### config.mk
export PLATFORM = sky130hd
export DESIGN_NAME = djb2_string_bucket_hash_core
export DESIGN_NICKNAME = d
export VERILOG_FILES = /design/src/rtl/djb2_pkg.sv /design/src/rtl/djb2_ctrl.sv /design/src/rtl/djb2_dp.sv /design/src/rtl/djb2_string_bucket_hash_core.sv
export SDC_FILE = /design/constraint.sdc
export NUM_CORES = 1
export LEC_CHECK = 0
export ABC_AREA = 0
export BUFFER_PORTS_ARGS = -buffer_cell sky130_fd_sc_hd__buf_2
export CAP_MARGIN = 20
export CORE_UTILIZATION = 50
export DETAILED_ROUTE_END_ITERATION = 10
export PLACE_DENSITY = 0.69
export SLEW_MARGIN = 0
export SYNTH_ARGS = -nofsm -noshare
export SYNTH_HDL_FRONTEND = slang
export SYNTH_SLANG_ARGS = --single-unit
### constraint.sdc
create_clock -name clk -period 3.9 [get_ports clk]
set_clock_uncertainty 0.2 [all_clocks]
set_input_delay 0.78 -clock clk [delete_from_list [all_inputs] [get_ports clk]]
set_output_delay 0.78 -clock clk [all_outputs]
set_load 0.005 [all_outputs]
### src/rtl/djb2_pkg.sv
// Shared types and constants for the djb2 string bucket hash core.
// Used by djb2_ctrl, djb2_dp and djb2_string_bucket_hash_core.
package djb2_pkg;

	localparam int HASH_W = 32;
	localparam int CH_W = 8;
	localparam int BKT_W = 16;
	localparam int CFG_IDX_W = 1;
	localparam int CFG_DATA_W = 16;

	localparam logic [HASH_W-1:0] HASH_SEED = 32'd5381;
	localparam int HASH_SHIFT = 5;
	localparam logic [BKT_W-1:0] NUM_BKT_RST = 16'd1024;

	// restoring divider: one quotient bit per step
	localparam int DIV_STEPS = HASH_W;
	localparam int DIV_CNT_W = $clog2(DIV_STEPS);

	// configuration register indexes
	localparam logic [CFG_IDX_W-1:0] CFG_NUM_BKT = 1'd0;
	localparam logic [CFG_IDX_W-1:0] CFG_FOLD_CASE = 1'd1;

	localparam logic [CH_W-1:0] ASCII_UPPER_A = 8'h41;
	localparam logic [CH_W-1:0] ASCII_UPPER_Z = 8'h5A;
	localparam logic [CH_W-1:0] ASCII_CASE_BIT = 8'h20;

	typedef struct packed {
		logic hash_upd;   // fold a nonzero byte into the running hash
		logic div_start;  // terminator: capture hash, reload seed, start modulo
		logic div_step;   // one divider iteration
		logic out_load;   // move finished result into the output register
	} djb2_cmd_t;

	typedef struct packed {
		logic term;       // byte on the input is the terminator
		logic step_last;  // divider is on its final iteration
		logic out_busy;   // output register holds a result that is not taken now
	} djb2_status_t;

endpackage

### src/rtl/djb2_ctrl.sv
// Controller state machine for the djb2 hash core.
// Depends on djb2_pkg; drives commands into djb2_dp.
module djb2_ctrl
	import djb2_pkg::*;
(
	input  logic         clk,
	input  logic         arst_n,
	input  logic         in_valid,
	output logic         in_stall,
	input  djb2_status_t status,
	output djb2_cmd_t    cmd
);

	localparam logic [1:0] S_IDLE = 2'd0;
	localparam logic [1:0] S_DIV  = 2'd1;
	localparam logic [1:0] S_FIN  = 2'd2;

	logic [1:0] state_q;
	logic [1:0] state_d;
	logic       accept;

	assign in_stall = (state_q != S_IDLE);
	assign accept = in_valid && (state_q == S_IDLE);

	always_comb begin
		state_d = state_q;
		cmd = '0;
		unique case (state_q)
			S_IDLE: begin
				cmd.hash_upd = accept && !status.term;
				cmd.div_start = accept && status.term;
				if (accept && status.term) begin
					state_d = S_DIV;
				end
			end
			S_DIV: begin
				cmd.div_step = 1'b1;
				if (status.step_last) begin
					state_d = S_FIN;
				end
			end
			S_FIN: begin
				// hold the result until the output register frees up
				if (!status.out_busy) begin
					cmd.out_load = 1'b1;
					state_d = S_IDLE;
				end
			end
			default: begin
				state_d = S_IDLE;
			end
		endcase
	end

	always_ff @(posedge clk or negedge arst_n) begin
		if (!arst_n) begin
			state_q <= S_IDLE;
		end else begin
			state_q <= state_d;
		end
	end

endmodule

### src/rtl/djb2_dp.sv
// Datapath for the djb2 hash core: config registers, running hash,
// restoring modulo divider and output register. Depends on djb2_pkg.
module djb2_dp
	import djb2_pkg::*;
(
	input  logic                  clk,
	input  logic                  arst_n,
	input  logic                  cfg_we,
	input  logic [CFG_IDX_W-1:0]  cfg_index,
	input  logic [CFG_DATA_W-1:0] cfg_data,
	input  logic [CH_W-1:0]       ch,
	input  djb2_cmd_t             cmd,
	output djb2_status_t          status,
	output logic                  out_valid,
	input  logic                  out_stall,
	output logic [BKT_W-1:0]      bucket,
	output logic [HASH_W-1:0]     raw_hash
);

	logic [BKT_W-1:0]     num_bkt_q;
	logic                 fold_case_q;
	logic [HASH_W-1:0]    hash_q;
	logic [HASH_W-1:0]    div_hash_q;
	logic [HASH_W-1:0]    quo_q;
	logic [BKT_W-1:0]     rem_q;
	logic [DIV_CNT_W-1:0] cnt_q;
	logic                 out_valid_q;
	logic [BKT_W-1:0]     bucket_q;
	logic [HASH_W-1:0]    raw_hash_q;

	logic [CH_W-1:0]      ch_fold;
	logic [HASH_W-1:0]    hash_next;
	logic [BKT_W:0]       rem_shift;
	logic [BKT_W:0]       divisor;
	logic                 rem_ge;
	logic [BKT_W-1:0]     rem_next;

	// config writes
	always_ff @(posedge clk or negedge arst_n) begin
		if (!arst_n) begin
			num_bkt_q <= NUM_BKT_RST;
			fold_case_q <= 1'b0;
		end else if (cfg_we) begin
			unique case (cfg_index)
				CFG_NUM_BKT:   num_bkt_q <= cfg_data[BKT_W-1:0];
				CFG_FOLD_CASE: fold_case_q <= cfg_data[0];
				default:       ;
			endcase
		end
	end

	always_comb begin
		ch_fold = ch;
		if (fold_case_q && ch >= ASCII_UPPER_A && ch <= ASCII_UPPER_Z) begin
			ch_fold = ch | ASCII_CASE_BIT;
		end
	end

	// hash*33 + c
	assign hash_next = (hash_q << HASH_SHIFT) + hash_q + {{(HASH_W-CH_W){1'b0}}, ch_fold};

	always_ff @(posedge clk or negedge arst_n) begin
		if (!arst_n) begin
			hash_q <= HASH_SEED;
		end else if (cmd.div_start) begin
			hash_q <= HASH_SEED;
		end else if (cmd.hash_upd) begin
			hash_q <= hash_next;
		end
	end

	// restoring divider step; remainder stays below a nonzero divisor
	assign rem_shift = {rem_q, quo_q[HASH_W-1]};
	assign divisor = {1'b0, num_bkt_q};
	assign rem_ge = (rem_shift >= divisor);
	assign rem_next = rem_ge ? BKT_W'(rem_shift - divisor) : rem_shift[BKT_W-1:0];

	always_ff @(posedge clk) begin
		if (cmd.div_start) begin
			div_hash_q <= hash_q;
			quo_q <= hash_q;
			rem_q <= '0;
			cnt_q <= '0;
		end else if (cmd.div_step) begin
			quo_q <= quo_q << 1;
			rem_q <= rem_next;
			cnt_q <= cnt_q + DIV_CNT_W'(1);
		end
	end

	// output register
	always_ff @(posedge clk or negedge arst_n) begin
		if (!arst_n) begin
			out_valid_q <= 1'b0;
		end else if (cmd.out_load) begin
			out_valid_q <= 1'b1;
		end else if (!out_stall) begin
			out_valid_q <= 1'b0;
		end
	end

	always_ff @(posedge clk) begin
		if (cmd.out_load) begin
			bucket_q <= (num_bkt_q == '0) ? '0 : rem_q;
			raw_hash_q <= div_hash_q;
		end
	end

	assign status.term = (ch == '0);
	assign status.step_last = (cnt_q == DIV_CNT_W'(DIV_STEPS - 1));
	assign status.out_busy = out_valid_q && out_stall;

	assign out_valid = out_valid_q;
	assign bucket = bucket_q;
	assign raw_hash = raw_hash_q;

endmodule

### src/rtl/djb2_string_bucket_hash_core.sv
// djb2 string bucket hash core. A nonzero byte is folded into the hash; the next byte is
// taken in the following cycle. A zero byte is accepted, then the one-bit restoring
// divider works through the 32 hash bits for hash mod the bucket total, then the
// result moves into the output register once any earlier stalled result has left
// that register. Input is stalled meanwhile. Asynchronous
// active-low reset loads hash 5381, 1024 buckets, fold_case 0, empty output.
module djb2_string_bucket_hash_core
	import djb2_pkg::*;
(
	input  logic                  clk,
	input  logic                  arst_n,
	input  logic                  cfg_we,
	input  logic [CFG_IDX_W-1:0]  cfg_index,
	input  logic [CFG_DATA_W-1:0] cfg_data,
	input  logic                  in_valid,
	output logic                  in_stall,
	input  logic [CH_W-1:0]       ch,
	output logic                  out_valid,
	input  logic                  out_stall,
	output logic [BKT_W-1:0]      bucket,
	output logic [HASH_W-1:0]     raw_hash
);

	djb2_cmd_t    cmd;
	djb2_status_t status;

	djb2_ctrl u_ctrl (
		.clk      (clk),
		.arst_n   (arst_n),
		.in_valid (in_valid),
		.in_stall (in_stall),
		.status   (status),
		.cmd      (cmd)
	);

	djb2_dp u_dp (
		.clk       (clk),
		.arst_n    (arst_n),
		.cfg_we    (cfg_we),
		.cfg_index (cfg_index),
		.cfg_data  (cfg_data),
		.ch        (ch),
		.cmd       (cmd),
		.status    (status),
		.out_valid (out_valid),
		.out_stall (out_stall),
		.bucket    (bucket),
		.raw_hash  (raw_hash)
	);

endmodule
==> results of run 1 <==
-- logic make-up (layout without fill, tap and decap cells) --
group                      count (synthesis)  count (layout)
xor gates and xnor gates                  41              41
AOI/OAI and AO/OA                        183             183
DFF                                      185             185
muxes                                     48              48
and+or+nand+nor                          205             205
buffers and inverters                     52             173
adders and majority gates                 81              81
-- synth_stat cells, drive strengths merged (11+ instances only) --
master  instances  area, um^2
xor2           14         123
inv            28         105
clkbuf         19        71.3
and2           18         113
and3           11        68.8
nand2          64         248
xnor2          27         236
mux2           33         372
a22o           20         175
nand3          19        95.1
dfrtp          46        1150
a21oi          45         225
edfxtp        112        3360
dfxtp          21         420
mux2i          15         150
ha             76         951
o21ai          48         248
nor2           34         128
a21o           16         120
nor2b          11        68.8
nor3           11        55.1
-- registers in the layout, summed over array words and instances (netlist names) --
name,cells
u_dp.rem_q,16
u_dp.quo_q,32
u_dp.hash_q,32
u_dp.raw_hash,32
u_dp.num_bkt_q,16
u_ctrl.state_q,2
u_dp.cnt_q,5
u_dp.bucket,16
u_dp.div_hash_q,32
u_dp.fold_case_q,1
u_dp.out_valid,1
-- worst reg2reg max path, stage by stage (launching register included) --
cell and delay, ns:
dfrtp_1 0.46, ha_1 0.31, ha_1 0.24, fa_1 0.39, a211o_1 0.34, a221o_1 0.35, o22ai_1 0.16, o2111ai_2 0.21
a31oi_1 0.25, o21bai_1 0.10, xor2_1 0.14, a22o_1 0.20
-- power groups by stage --
stage / Combinational (mW) / Clock, mW / Sequential, mW
after floorplan: 3.43 / 0 / 2.67
after global placement: 4.31 / 0 / 2.85
after detailed placement: 4.39 / 0 / 2.85
after CTS: 4.42 / 1.73 / 2.81
after global routing: 4.99 / 1.81 / 2.86
final: 4.45 / 1.70 / 2.82
-- through the flow --
stage / setup TNS (ns) / power [mW] / worst slack, ns / std cells
floorplan: 0 / 6.10 / 0.0824 / 795
global placement: -1.52 / 7.16 / -0.207 / 1117
detailed placement: -2.79 / 7.24 / -0.298 / 1117
CTS: 0 / 8.96 / 0.151 / 1149
global route: 0 / 9.66 / 0.0489 / 1150
finish: 0 / 8.97 / 0.216 / 1150
-- area by class of cell --
cell class              count  share of cell area (%)
flip-flops and latches    185                    46.3
multi-input cells         558                    38.6
repair buffers            113                    6.14
clock buffers              18                    3.99
well taps                 234                    2.66
clock inverters            14                    1.33
inverters                  28                   0.955
-- how the worst min path moves through the flow --
stage                   startpoint                 to  slack (ns)  cells past startpoint
2_1_floorplan   u_dp.div_hash_q[0]   u_dp.raw_hash[0]        0.20                      0
3_3_place_gp   u_dp.div_hash_q[12]  u_dp.raw_hash[12]        0.20                      0
3_5_place_dp   u_dp.div_hash_q[30]  u_dp.raw_hash[30]        0.20                      0
4_1_cts        u_dp.div_hash_q[30]  u_dp.raw_hash[30]        0.22                      0
5_1_grt                     arst_n    u_dp.hash_q[28]        0.11                      1
6_report                    arst_n    u_dp.hash_q[27]        0.09                      1
-- layer usage --
layer / share of wire [%] / GRT usage, % / vias to the layer above / routed length, um
li1: - / - / 3188 / -
met1: 45 / 28.4 / 3106 / 8930
met2: 49 / 36.7 / 120 / 9740
met3: 3.9 / 3.21 / 26 / 768
met4: 1.6 / 7.46 / 0 / 320
met5: 0 / 0 / - / 0
==> flow_summary.ini, run 1 <==
[worst_setup_path]
critPathMaxStageDelay_ns = 0.44
crit_top_cell = o21bai_1
criticalPathCategory = input port to flip-flop
path_cells = buf_2 -> nor3_1 -> nand2_1 -> o21ai_0 -> o21bai_1 -> fa_1 -> ha_1 -> o211a_1 -> a221o_1 -> o22ai_1 -> o2111ai_2 -> a31oi_1 -> o21bai_1 -> xor2_1 -> a22o_1
reg2reg_from = u_dp.hash_q[1]
cp.arrival_ns = 3.81
crit_family = compound AO/OA/AOI/OAI gates
worstPathMaxFanout = 4
slowest_stage = fa_1
startpoint = ch[0]
required_ns = 4.03
critical_path_depth = 15
worst-path-buf-inv = 1
r2r_cells = 11
endpoint = u_dp.hash_q[29]
endpoint_kind = flip-flop
timing.rr.end = u_dp.hash_q[29]
startpoint_type = input port
r2r_slack_ns = 0.43

[yosys]
ys_types = 67
synth_top_family_by_area = compound AO/OA/AOI/OAI gates
synthArstFlopShare_pct = 28.1
yosysSeqAreaShare_pct = 53.5
muxShareOfSynthArea_pct = 5.48
synth-xor-area-share_pct = 3.77
syn_nets = 906
synth_area_um2 = 9520
synth-warning-count = 0
yosys.area_share.adder_pct = 11.0
synth.avg_cell_area_um2 = 12.0
yosys_most_used_dff = edfxtp_1
synth_compound_area_share_pct = 13.2
ys_ff_latch = 185
yosys.area_share.simple_pct = 10.9
syn_inst = 795
synth_edf_count = 112

[timing]
hold_violations = 0
rsz0062_at_grt = false
worst_pin_slew_ns = 1.06
finalCritPeriodShare_pct = 94.5
setup_viol = 0
whs_ns = 0.0852
min_period_ns = 3.68
max_freq_mhz = 271
max_slew_margin_pct = 29.1
final_max_slew_viol_count = 0

[cells_and_area]
fill_cells = 1519
area_growth_pct = 15.5
n_antenna_cell = 0
multi_input_area_um2 = 4250
final_area_um2 = 11000
layout_commonest_cell = edfxtp_1
drive_above_1_share_pct = 20.7
utilization_pct = 58.8
fin_nets = 1014
seq_area_um2 = 5090
layout_common_cells = edfxtp_1 (112), buf_2 (79), ha_1 (76), nand2_1 (63), dfrtp_1 (46)

[power_and_ir_drop]
p_leak_nw = 4.69
power_density_nw_per_um2 = 815
ir_drop_mv = 0.543
p_int_mw = 5.39
p_sw_share_pct = 39.9
comb_power_share_pct = 49.6
pwr-share-seq_pct = 31.4
pwr-share-clk_pct = 19.0
p_sw_mw = 3.58

[clock_network]
post_cts_resized = 0
postCtsSetupRepairBufs = 0
cts_made_buffers = 17
clkSinkCount = 185
clk_latency_ns = 0.44
htreeDepth = 4
cts-hold-fix-buffers = 0
clkSlewWorstSetupHoldPaths_ns = 0.07
cts_tree = yes
cts_max_path_buffers = 2
ctsRootBufferMaster = clkbuf_16

[route]
num_vias = 6440
drt_pass1_iterations = 5
via_per_inst = 5.60
wl_per_cell_um = 17.2
drc = 0
drt-total-wl_um = 19800
final_antenna_net_count = 0
drt_iter0_markers = 372

[grt]
grt-ovfl-total = 0
antenna_found_initial = 0
grt_max_degree = 70
grt_pass1_vias = 6345
grt_usage_pct = 21.7
grt_pass1_wl_um = 32900

[placed_design]
hpwlAfterDp_um = 14400
gp_congestion = 0.927
io_buffers = 79
placed_area_um2 = 10400

[job]
cap_viol_max_count = 0

[min_path]
hp-class = input port to async pin

[die]
core_area_um2 = 18700
initial_core_util_pct = 50.9
die_w_um = 140
io_pins = 80
die_height_um = 140
dieArea_um2 = 19600
rows = 50

[run_status]
status = finished clean
No activity file was read; power rests on OpenSTA's default activity.
==> run 2, diff against run 1 <==
--- a/config.mk
+++ b/config.mk
@@ -8,9 +8,11 @@
 export ABC_AREA = 0
 export BUFFER_PORTS_ARGS = -buffer_cell sky130_fd_sc_hd__buf_2
 export CAP_MARGIN = 20
-export CORE_UTILIZATION = 50
+export CELL_PAD_IN_SITES_DETAIL_PLACEMENT = 1
+export CELL_PAD_IN_SITES_GLOBAL_PLACEMENT = 1
+export CORE_UTILIZATION = 49
 export DETAILED_ROUTE_END_ITERATION = 10
-export PLACE_DENSITY = 0.69
+export PLACE_DENSITY_LB_ADDON = 0.1
 export SLEW_MARGIN = 0
 export SYNTH_ARGS = -nofsm -noshare
 export SYNTH_HDL_FRONTEND = slang
==> flow_summary.ini, run 2 (same netlist as run 1, synthesis figures left out) <==
[worst_setup_path]
r2r_cells = 10
criticalPathCategory = input port to flip-flop
reg2reg_from = u_dp.hash_q[2]
endpoint_kind = flip-flop
cp.arrival_ns = 3.83
timing.rr.end = u_dp.hash_q[24]
required_ns = 4.02
startpoint_type = input port
r2r_slack_ns = 0.45
worstPathMaxFanout = 4

[route]
drt-total-wl_um = 24400
num_vias = 6749
via_per_inst = 5.74
final_antenna_net_count = 0
drt_pass1_iterations = 4
drc = 0
wl_per_cell_um = 20.8
drt_iter0_markers = 257

[timing]
final.setup.worst_slack_ns = 0.192
hold_violations = 0
rsz0062_at_grt = false
finalCritPeriodShare_pct = 95.1
final_max_slew_viol_count = 0
setup_viol = 0
max_freq_mhz = 270
min_period_ns = 3.71
max_slew_margin_pct = 29.5
worst_pin_slew_ns = 1.06

[clock_network]
cts_max_path_buffers = 2
htreeDepth = 4
cts_tree = yes
cts-hold-fix-buffers = 0
clkSlewWorstSetupHoldPaths_ns = 0.07
ctsRootBufferMaster = clkbuf_16
cts_made_buffers = 17
clk_latency_ns = 0.44
clkSinkCount = 185

[power_and_ir_drop]
p_leak_nw = 4.69
power_density_nw_per_um2 = 848
power_mw = 9.39
ir_drop_mv = 0.519

[die]
die_height_um = 141
initial_core_util_pct = 50.4
rows = 50
io_pins = 80
dieArea_um2 = 20000
core_area_um2 = 18900
die_w_um = 141

[cells_and_area]
fill_cells = 2006
fin_nets = 1013
seq_area_um2 = 5090
drive_above_1_share_pct = 21.0
final_area_um2 = 11100
layout_commonest_cell = edfxtp_1
fin_cells = 1175
layout_common_cells = edfxtp_1 (112), buf_2 (79), ha_1 (75), nand2_1 (63), dfrtp_1 (46)
area_growth_pct = 16.3
multi_input_area_um2 = 4290
n_antenna_cell = 0

[run_status]
status = finished clean

[job]
cap_viol_max_count = 0

[placed_design]
gp_congestion = 0.892
place_ws_ns = -0.358
placed_area_um2 = 10400
io_buffers = 79
hpwlAfterDp_um = 17700
place_inst = 1141

[grt]
grt_max_degree = 45
grt_usage_pct = 25.9
grt_pass1_vias = 7266
grt_pass1_wl_um = 39100
antenna_found_initial = 0
grt-ovfl-total = 0

[min_path]
hp-class = input port to async pin
run 2: report_power, final:
part | switching, mW | leakage [nW] | internal, mW
clock network | 0.806 | 0.298 | 0.991
logic | 2.58 | 2.59 | 2.15
registers | 0.436 | 1.81 | 2.42
run 2: repair_timing:
item                       CTS  global route
hold endpoints to repair     0             0
setup endpoints to repair    0            10
setup buffers                0             1
gates resized for setup      0             7
run 2: per-layer routing:
metal,track usage [%],vias to the layer above,routed length [um]
li1,-,3175,-
met1,30.2,3387,10100
met2,47.1,131,12800
met3,3.81,56,650
met4,11.7,0,813
met5,0,-,0
run 2: worst max path at each step:
stage | start | end | slack, ns | cells past startpoint
4_1_cts | ch[3] | u_dp.hash_q[29] | 0.06 | 15
5_1_grt | ch[5] | u_dp.hash_q[26] | 0.01 | 16
3_5_place_dp | ch[3] | u_dp.hash_q[29] | -0.36 | 15
2_1_floorplan | out_stall | u_dp.bucket[0] | 0.08 | 1
6_report | ch[3] | u_dp.hash_q[28] | 0.19 | 15
3_3_place_gp | ch[3] | u_dp.hash_q[29] | -0.20 | 15
run 2: through the flow:
stage	hold slack, ns	TNS (ns)	utilization (%)
global placement	0.203	-1.91	55.0
floorplan	0.200	0	-
finish	0.196	0	58.6
global route	0.226	0	58.6
detailed placement	0.209	-4.08	55.0
CTS	0.204	0	58.3
run 2: area by class of cell:
cell class / instances / area share, %
Clock buffer: 18 / 3.97
Multi-Input combinational cell: 558 / 38.7
Timing Repair Buffer: 112 / 5.81
Sequential cell: 185 / 46.0
Tap cell: 260 / 2.94
Clock inverter: 14 / 1.63
Inverter: 28 / 0.949
run 2: critical path: stages:
cell	delay (ns)
buf_2	0.11
nor4_1	0.27
nand2_1	0.11
o21ai_0	0.10
o21bai_1	0.12
fa_1	0.44
ha_1	0.37
nand3_1	0.11
o22ai_2	0.23
o31ai_4	0.12
o21ai_4	0.21
o2111ai_1	0.14
and3_1	0.24
o211a_1	0.22
a221o_1	0.25
